$ cat config.mk
export PLATFORM = sky130hd
export DESIGN_NAME = bbox_minmax_normalizer
export DESIGN_NICKNAME = d
export VERILOG_FILES = /design/src/rtl/bmm_pkg.sv /design/src/rtl/bmm_div.sv /design/src/rtl/bbox_minmax_normalizer.sv
export SDC_FILE = /design/constraint.sdc
export NUM_CORES = 1
export LEC_CHECK = 0
export ABC_AREA = 1
export BUFFER_PORTS_ARGS = -buffer_cell sky130_fd_sc_hd__buf_2
export CORE_MARGIN = 8
export CORE_UTILIZATION = 28
export CTS_CLUSTER_SIZE = 10
export DETAILED_ROUTE_END_ITERATION = 8
export GPL_TIMING_DRIVEN = 0
export PLACE_DENSITY = 0.51
export SYNTH_ARGS = -nofsm -noshare
export SYNTH_HDL_FRONTEND = slang
export SYNTH_SLANG_ARGS = --single-unit
$ cat constraint.sdc
create_clock -name clk -period 11.6 [get_ports clk]
set_input_delay 1.16 -clock clk [delete_from_list [all_inputs] [get_ports clk]]
set_output_delay 1.16 -clock clk [all_outputs]
set_load 0.05 [all_outputs]
$ cat src/rtl/bmm_pkg.sv
`default_nettype none
package bmm_pkg;

  // Field widths fixed by the item formats
  localparam int COORD_BITS   = 24;
  localparam int NORM_BITS    = 17;
  localparam int FLIP_BITS    = 3;
  localparam int MIN_EXT_BITS = 24;
  localparam int NUM_AXES     = 3;

  // Configuration port
  localparam int CFG_IDX_BITS  = 1;
  localparam int CFG_DATA_BITS = 24;

  typedef enum logic [CFG_IDX_BITS-1:0] {
    CFG_FLIP_MASK  = 1'b0,
    CFG_MIN_EXTENT = 1'b1
  } cfg_idx_t;

  localparam logic [FLIP_BITS-1:0]    FLIP_MASK_RST  = 3'd6;
  localparam logic [MIN_EXT_BITS-1:0] MIN_EXTENT_RST = '0;

  // Mode codes
  localparam logic MODE_ACCUM = 1'b0;
  localparam logic MODE_NORM  = 1'b1;

  typedef logic signed [COORD_BITS-1:0] coord_t;

  // Extremes of a coordinate
  localparam coord_t COORD_MAXV = {1'b0, {(COORD_BITS-1){1'b1}}};
  localparam coord_t COORD_MINV = {1'b1, {(COORD_BITS-1){1'b0}}};

  typedef struct packed {
    logic   mode;
    logic   first_vertex;
    coord_t x_coord;
    coord_t y_coord;
    coord_t z_coord;
  } in_item_t;

  typedef struct packed {
    logic [NORM_BITS-1:0] norm_x;
    logic [NORM_BITS-1:0] norm_y;
    logic [NORM_BITS-1:0] norm_z;
    logic [NUM_AXES-1:0]  flat_axes;
  } out_item_t;

endpackage
`default_nettype wire

$ cat src/rtl/bmm_div.sv
`default_nettype none
// Radix-2 restoring divider for a proper fraction: quotient = (dividend << FRAC_BITS) / divisor,
// with dividend < divisor. One quotient bit per cycle.
module bmm_div #(
  parameter int FRAC_BITS = 16
) (
  input  wire logic                           clk,
  input  wire logic                           rst_n,
  input  wire logic                           start,
  input  wire logic [bmm_pkg::COORD_BITS-1:0] dividend,
  input  wire logic [bmm_pkg::COORD_BITS-1:0] divisor,
  output logic                                done,
  output logic [FRAC_BITS-1:0]                quotient
);
  import bmm_pkg::*;

  localparam int CNT_W = (FRAC_BITS > 1) ? $clog2(FRAC_BITS) : 1;

  logic                  busy_r, busy_nxt;
  logic                  done_r, done_nxt;
  logic [CNT_W-1:0]      cnt_r, cnt_nxt;
  logic [COORD_BITS-1:0] rem_r, rem_nxt;
  logic [COORD_BITS-1:0] dvs_r, dvs_nxt;
  logic [FRAC_BITS-1:0]  quo_r, quo_nxt;

  logic [COORD_BITS:0]   rem2;
  logic [COORD_BITS:0]   diff;

  // Shift-subtract step
  always_comb begin
    rem2     = {rem_r, 1'b0};
    diff     = rem2 - {1'b0, dvs_r};
    busy_nxt = busy_r;
    done_nxt = 1'b0;
    cnt_nxt  = cnt_r;
    rem_nxt  = rem_r;
    dvs_nxt  = dvs_r;
    quo_nxt  = quo_r;
    if (start) begin
      busy_nxt = 1'b1;
      cnt_nxt  = CNT_W'(FRAC_BITS - 1);
      rem_nxt  = dividend;
      dvs_nxt  = divisor;
    end else if (busy_r) begin
      if (!diff[COORD_BITS]) begin
        rem_nxt = diff[COORD_BITS-1:0];
        quo_nxt = {quo_r[FRAC_BITS-2:0], 1'b1};
      end else begin
        rem_nxt = rem2[COORD_BITS-1:0];
        quo_nxt = {quo_r[FRAC_BITS-2:0], 1'b0};
      end
      cnt_nxt = cnt_r - CNT_W'(1);
      if (cnt_r == '0) begin
        busy_nxt = 1'b0;
        done_nxt = 1'b1;
      end
    end
  end

  always_ff @(posedge clk) begin
    if (!rst_n) begin
      busy_r <= 1'b0;
      done_r <= 1'b0;
      cnt_r  <= '0;
    end else begin
      busy_r <= busy_nxt;
      done_r <= done_nxt;
      cnt_r  <= cnt_nxt;
    end
  end

  // Datapath, no reset
  always_ff @(posedge clk) begin
    rem_r <= rem_nxt;
    dvs_r <= dvs_nxt;
    quo_r <= quo_nxt;
  end

  assign done     = done_r;
  assign quotient = quo_r;

endmodule
`default_nettype wire

$ cat src/rtl/bbox_minmax_normalizer.sv
`default_nettype none
// Accumulate vertex: accepted in idle; bounds update on the transfer edge.
// Normalize vertex: per axis a setup state, then the shared divider (setup only for flat or
// clamped axes), axes one after another through the single divider, then the result moves
// to the output register once that register is free.
// Synchronous active-low reset: flip_mask=6, min_extent=0, bounds to empty, no result pending.
module bbox_minmax_normalizer #(
  parameter int FRAC_BITS = 16
) (
  input  wire logic                              clk,
  input  wire logic                              rst_n,
  input  wire logic                              in_valid,
  output logic                                   in_ready,
  input  wire bmm_pkg::in_item_t                 in_data,
  output logic                                   out_valid,
  input  wire logic                              out_ready,
  output bmm_pkg::out_item_t                     out_data,
  input  wire logic                              cfg_we,
  input  wire logic [bmm_pkg::CFG_IDX_BITS-1:0]  cfg_index,
  input  wire logic [bmm_pkg::CFG_DATA_BITS-1:0] cfg_wdata
);
  import bmm_pkg::*;

  localparam int QW  = FRAC_BITS + 1;
  localparam int EW  = COORD_BITS + 1;
  localparam int CMW = (COORD_BITS > MIN_EXT_BITS) ? COORD_BITS : MIN_EXT_BITS;
  localparam logic [QW-1:0] ONE_Q = QW'(1) << FRAC_BITS;

  typedef enum logic [3:0] {
    S_IDLE  = 4'b0001,
    S_SETUP = 4'b0010,
    S_DIV   = 4'b0100,
    S_FIN   = 4'b1000
  } state_t;

  state_t                  state_r, state_nxt;
  logic [1:0]              k_r, k_nxt;
  logic [FLIP_BITS-1:0]    flip_r;
  logic [MIN_EXT_BITS-1:0] min_ext_r;
  coord_t                  min_r [NUM_AXES];
  coord_t                  max_r [NUM_AXES];
  coord_t                  p_r   [NUM_AXES];
  logic [QW-1:0]           res_r [NUM_AXES];
  logic [NUM_AXES-1:0]     flat_r;
  logic                    out_valid_r;
  out_item_t               out_r;

  coord_t                  pin [NUM_AXES];
  logic                    in_xfer;
  logic                    norm_xfer;
  logic                    accum_xfer;

  logic signed [EW-1:0]    ext_s;
  logic signed [EW-1:0]    off_s;
  logic                    ax_flat;
  logic                    ax_low;
  logic                    ax_high;
  logic                    axis_done;
  logic [QW-1:0]           ax_res;
  logic                    div_start;
  logic                    div_done;
  logic [FRAC_BITS-1:0]    div_q;
  logic                    out_load;
  logic [QW+NORM_BITS-1:0] wide [NUM_AXES];

  // Saturating negate
  function automatic coord_t sat_neg(input coord_t v);
    coord_t r;
    if (v == COORD_MINV) r = COORD_MAXV;
    else                 r = -v;
    return r;
  endfunction

  // Input coordinates after the flip mask
  always_comb begin
    pin[0] = flip_r[0] ? sat_neg(in_data.x_coord) : in_data.x_coord;
    pin[1] = flip_r[1] ? sat_neg(in_data.y_coord) : in_data.y_coord;
    pin[2] = flip_r[2] ? sat_neg(in_data.z_coord) : in_data.z_coord;
  end

  assign in_ready   = (state_r == S_IDLE);
  assign in_xfer    = in_valid && in_ready;
  assign norm_xfer  = in_xfer && (in_data.mode == MODE_NORM);
  assign accum_xfer = in_xfer && (in_data.mode == MODE_ACCUM);

  // Per-axis setup: extent, offset and the special cases
  always_comb begin
    ext_s   = {max_r[k_r][COORD_BITS-1], max_r[k_r]} - {min_r[k_r][COORD_BITS-1], min_r[k_r]};
    off_s   = {p_r[k_r][COORD_BITS-1], p_r[k_r]} - {min_r[k_r][COORD_BITS-1], min_r[k_r]};
    ax_flat = ext_s[EW-1] ||
              (CMW'(ext_s[COORD_BITS-1:0]) <= CMW'(min_ext_r));
    ax_low  = off_s[EW-1] || (off_s == '0);
    ax_high = (off_s >= ext_s);
  end

  // Sequencer
  always_comb begin
    state_nxt = state_r;
    k_nxt     = k_r;
    div_start = 1'b0;
    axis_done = 1'b0;
    ax_res    = '0;
    out_load  = 1'b0;
    unique case (state_r)
      S_IDLE: begin
        if (norm_xfer) begin
          state_nxt = S_SETUP;
          k_nxt     = '0;
        end
      end
      S_SETUP: begin
        if (ax_flat || ax_low) begin
          axis_done = 1'b1;
          ax_res    = '0;
        end else if (ax_high) begin
          axis_done = 1'b1;
          ax_res    = ONE_Q;
        end else begin
          div_start = 1'b1;
          state_nxt = S_DIV;
        end
      end
      S_DIV: begin
        if (div_done) begin
          axis_done = 1'b1;
          ax_res    = {1'b0, div_q};
          state_nxt = S_SETUP;
        end
      end
      S_FIN: begin
        if (!out_valid_r || out_ready) begin
          out_load  = 1'b1;
          state_nxt = S_IDLE;
        end
      end
      default: state_nxt = S_IDLE;
    endcase
    if (axis_done) begin
      if (k_r == 2'(NUM_AXES - 1)) begin
        state_nxt = S_FIN;
      end else begin
        k_nxt = k_r + 2'd1;
        if (state_r == S_DIV) state_nxt = S_SETUP;
      end
    end
  end

  bmm_div #(
    .FRAC_BITS(FRAC_BITS)
  ) u_div (
    .clk      (clk),
    .rst_n    (rst_n),
    .start    (div_start),
    .dividend (off_s[COORD_BITS-1:0]),
    .divisor  (ext_s[COORD_BITS-1:0]),
    .done     (div_done),
    .quotient (div_q)
  );

  // Control, configuration and bounds
  always_ff @(posedge clk) begin
    if (!rst_n) begin
      state_r     <= S_IDLE;
      k_r         <= '0;
      out_valid_r <= 1'b0;
      flip_r      <= FLIP_MASK_RST;
      min_ext_r   <= MIN_EXTENT_RST;
      for (int i = 0; i < NUM_AXES; i++) begin
        min_r[i] <= COORD_MAXV;
        max_r[i] <= COORD_MINV;
      end
    end else begin
      state_r <= state_nxt;
      k_r     <= k_nxt;
      if (out_load)                  out_valid_r <= 1'b1;
      else if (out_valid_r && out_ready) out_valid_r <= 1'b0;
      if (cfg_we) begin
        unique case (cfg_idx_t'(cfg_index))
          CFG_FLIP_MASK:  flip_r    <= cfg_wdata[FLIP_BITS-1:0];
          CFG_MIN_EXTENT: min_ext_r <= cfg_wdata[MIN_EXT_BITS-1:0];
          default: ;
        endcase
      end
      if (accum_xfer) begin
        for (int i = 0; i < NUM_AXES; i++) begin
          if (in_data.first_vertex) begin
            min_r[i] <= pin[i];
            max_r[i] <= pin[i];
          end else begin
            if (pin[i] < min_r[i]) min_r[i] <= pin[i];
            if (pin[i] > max_r[i]) max_r[i] <= pin[i];
          end
        end
      end
    end
  end

  // Result packing, masked to the field width
  always_comb begin
    for (int i = 0; i < NUM_AXES; i++) begin
      wide[i] = {{NORM_BITS{1'b0}}, res_r[i]};
    end
  end

  // Datapath registers, no reset
  always_ff @(posedge clk) begin
    if (norm_xfer) begin
      for (int i = 0; i < NUM_AXES; i++) p_r[i] <= pin[i];
    end
    if (axis_done) begin
      res_r[k_r]  <= ax_res;
      flat_r[k_r] <= (state_r == S_SETUP) && ax_flat;
    end
    if (out_load) begin
      out_r.norm_x    <= wide[0][NORM_BITS-1:0];
      out_r.norm_y    <= wide[1][NORM_BITS-1:0];
      out_r.norm_z    <= wide[2][NORM_BITS-1:0];
      out_r.flat_axes <= flat_r;
    end
  end

  assign out_valid = out_valid_r;
  assign out_data  = out_r;

endmodule
`default_nettype wire
==> out/metrics.cfg <==
[placement]
place.gp.congestion = 0.939
dp.cells = 4736
io_buffers = 158
dp_hpwl_mm = 74.5

[yosys]
synth_fp_nets = 3647
synth_top_area_frac = 0.423
synth-xor-area-share = 0.0343
synth-compound-area-share = 0.0980
ys_ff_latch = 428
synth.distinct_cells = 59
syn_avg_cell_area_um2 = 8.40
synth_top_family_by_area = simple AND/OR/NAND/NOR gates
synthMuxAreaShare = 0
synth_fa_ha_area_frac = 0.119
synthSimpleGateAreaFrac = 0.200
yosys_warnings = 0
synth-edff-count = 388
synth_cells = 3282
synthTopCellsByArea = edfxtp_1 42%, ha_1 12%, nand2_1 10%
synthArstFlopShare = 0
ys_seq_area_frac = 0.452
synth_most_common_cell = nand2_1
yosysTopAreaCell = edfxtp_1
syn_area_um2 = 27600
synth_ff_type = edfxtp_1
synthTopCellsByCount = 755 x nand2_1, 626 x inv_1, 388 x edfxtp_1, 276 x nor2_1, 258 x ha_1

[final_layout]
fin_nets = 3868
drive_gt1_frac = 0.0840
instances_no_fill = 4824
n_antenna_cell = 0
register_area_um2 = 12500
fillCellCount = 10400
multiInputGateArea_um2 = 12500
area_delta_synth_final_pct = 14.8

[cts]
insertion_delay_ns = 0.62
cts_buffers = 52
clk_pin_slew_worst_paths_ns = 0.06
ctsHoldBuffers = 0
cts_setup_buffers = 0
tritoncts = done
clock-sinks = 428
cts_buffer_depth = 3
cts-root-buf = clkbuf_16
cts-resized-gates = 0
h-tree-depth = 2

[detailed_routing]
drt.antenna.violating_nets = 0
drc = 0
initialDrtViolationCount = 1859
drt-total-wl_mm = 89.9
first_pass_iters = 6
post_drt_via_cell_ratio = 4.66
wire_per_inst_um = 18.6
vias = 22500

[run]
drv_cap = 0

[floorplanning]
ioPinCount = 160
die_h_um = 330
rows = 115
die-area_um2 = 109000
fp.dieW_um = 330
core_area_um2 = 98000
start_util = 0.281

[sta]
fin_hold_ws_ns = 0.415
finalHoldViolations = 0
finalCritPeriodShare = 0.627
fin_crit_ns = 7.27
skew_ns = 0.0350
fmax_ghz = 0.138
drv_slew = 0
rsz0062_at_grt = no
setup_viol = 0
worst_pin_slew_ns = 1.30
maxSlewHeadroom = 0.133
tns_ns = 0

[critical_path]
endpoint_kind = register
path_class = reg -> reg
startpoint_type = register
cp_slowest_cell = nor2_4
path_max_fanout = 30
max_stage_delay_ns = 0.72
required_ns = 12.13
crit_arrival_ns = 7.80

[global_routing]
grt_pass1_vias = 21800
antenna_found_initial = 4
grt_util_all_layers = 0.161
grt_max_degree = 31
grt_overflow = 0
grt_pass1_wl_mm = 132

[pwr]
p_leak_nw = 14.7
power_density_nw_per_um2 = 157
ir_drop_uv = 107

[min_path]
hold_class = reg -> reg

[run_status]
status = finished clean

## final timing paths
kind	endpoint	slack, ns	from	depth (start not counted)
setup / recovery	u_div.cnt_r[1]	4.33	register	31
hold reg to reg	out_data[11]	0.42	res_r[2][8]	0
hold / removal	out_data[11]	0.42	res_r[2][8]	0
setup reg to reg	u_div.cnt_r[1]	4.33	register	31
## per-stage QoR
| stage | total power [mW] | setup slack (ns) | cell area [um2] | utilization |
|---|---|---|---|---|
| 5_1_grt | 5.26 | 3.84 | 31600 | 0.323 |
| 6_report | 4.97 | 4.33 | 31600 | 0.323 |
| 3_3_place_gp | 3.43 | 0.0991 | 30000 | 0.306 |
| 3_5_place_dp | 3.45 | 4.32 | 30100 | 0.307 |
| 2_1_floorplan | 2.92 | 4.29 | 27600 | - |
| 4_1_cts | 4.99 | 4.32 | 31600 | 0.323 |
## sequential cells by signal, summed over array words and instances, names as in the netlist, 24 cells and up, named ones only
register	count
max_r	72
min_ext_r	24
min_r	72
out_data	54
p_r	72
res_r	51
u_div.dvs_r	24
u_div.rem_r	24
## routing by layer
layer | vias up | routed length [um] | share of wire | GRT usage
met2 | 606 | 42200 | 0.47 | 0.276
met3 | 153 | 4650 | 0.052 | 0.0186
li1 | 11300 | - | - | -
met4 | 0 | 4310 | 0.048 | 0.0698
met5 | - | 0 | 0 | 0
met1 | 10400 | 38800 | 0.43 | 0.205
## cell type report
| type | instances | share of cell area |
|---|---|---|
| multi-input cells | 2154 | 0.394 |
| flip-flops and latches | 428 | 0.394 |
| inverters | 631 | 0.0749 |
| well taps | 1287 | 0.0509 |
| clock buffers | 77 | 0.0451 |
| repair buffers | 167 | 0.0283 |
| plain buffers | 69 | 0.00930 |
| clock inverters | 11 | 0.00360 |
## cell usage in the layout, fill, tap and decap left out, drive strengths merged, types with 17 or more instances in the layout
cell / instances
nand2: 768
inv: 629
edfxtp: 388
nor2: 286
ha: 258
a21oi: 206
buf: 185
o21ai: 131
clkbuf: 128
nand3: 124
xor2: 64
nand4: 49
nor3: 48
xnor2: 44
dfxtp: 40
o22ai: 23
a22oi: 17
o211ai: 17
## power breakdown
| part | internal (mW) | switching (mW) | leakage (nW) | total, mW |
|---|---|---|---|---|
| clock | 0.870 | 0.663 | 0.744 | 1.53 |
| combinational | 0.511 | 1.11 | 10.1 | 1.62 |
| sequential | 1.78 | 0.0371 | 3.84 | 1.82 |
## worst max-delay path, delay by kind of cell, from the launching register on
family                   cells  cell delay, ns
adder cells (fa/ha/maj)      3            1.00
AND/OR/NAND/NOR             19            3.69
XOR/XNOR                     1            0.31
flip-flops                   1            0.37
buffers and inverters        6            1.32
AO/OA/AOI/OAI                2            0.50
## kinds of logic after synthesis
family          count (synthesis)
flops                         428
simple gates                 1317
fa+ha+maj                     261
buf+inv                       700
xor+xnor                      108
compound gates                468
Power figures use the tool's default switching activity.
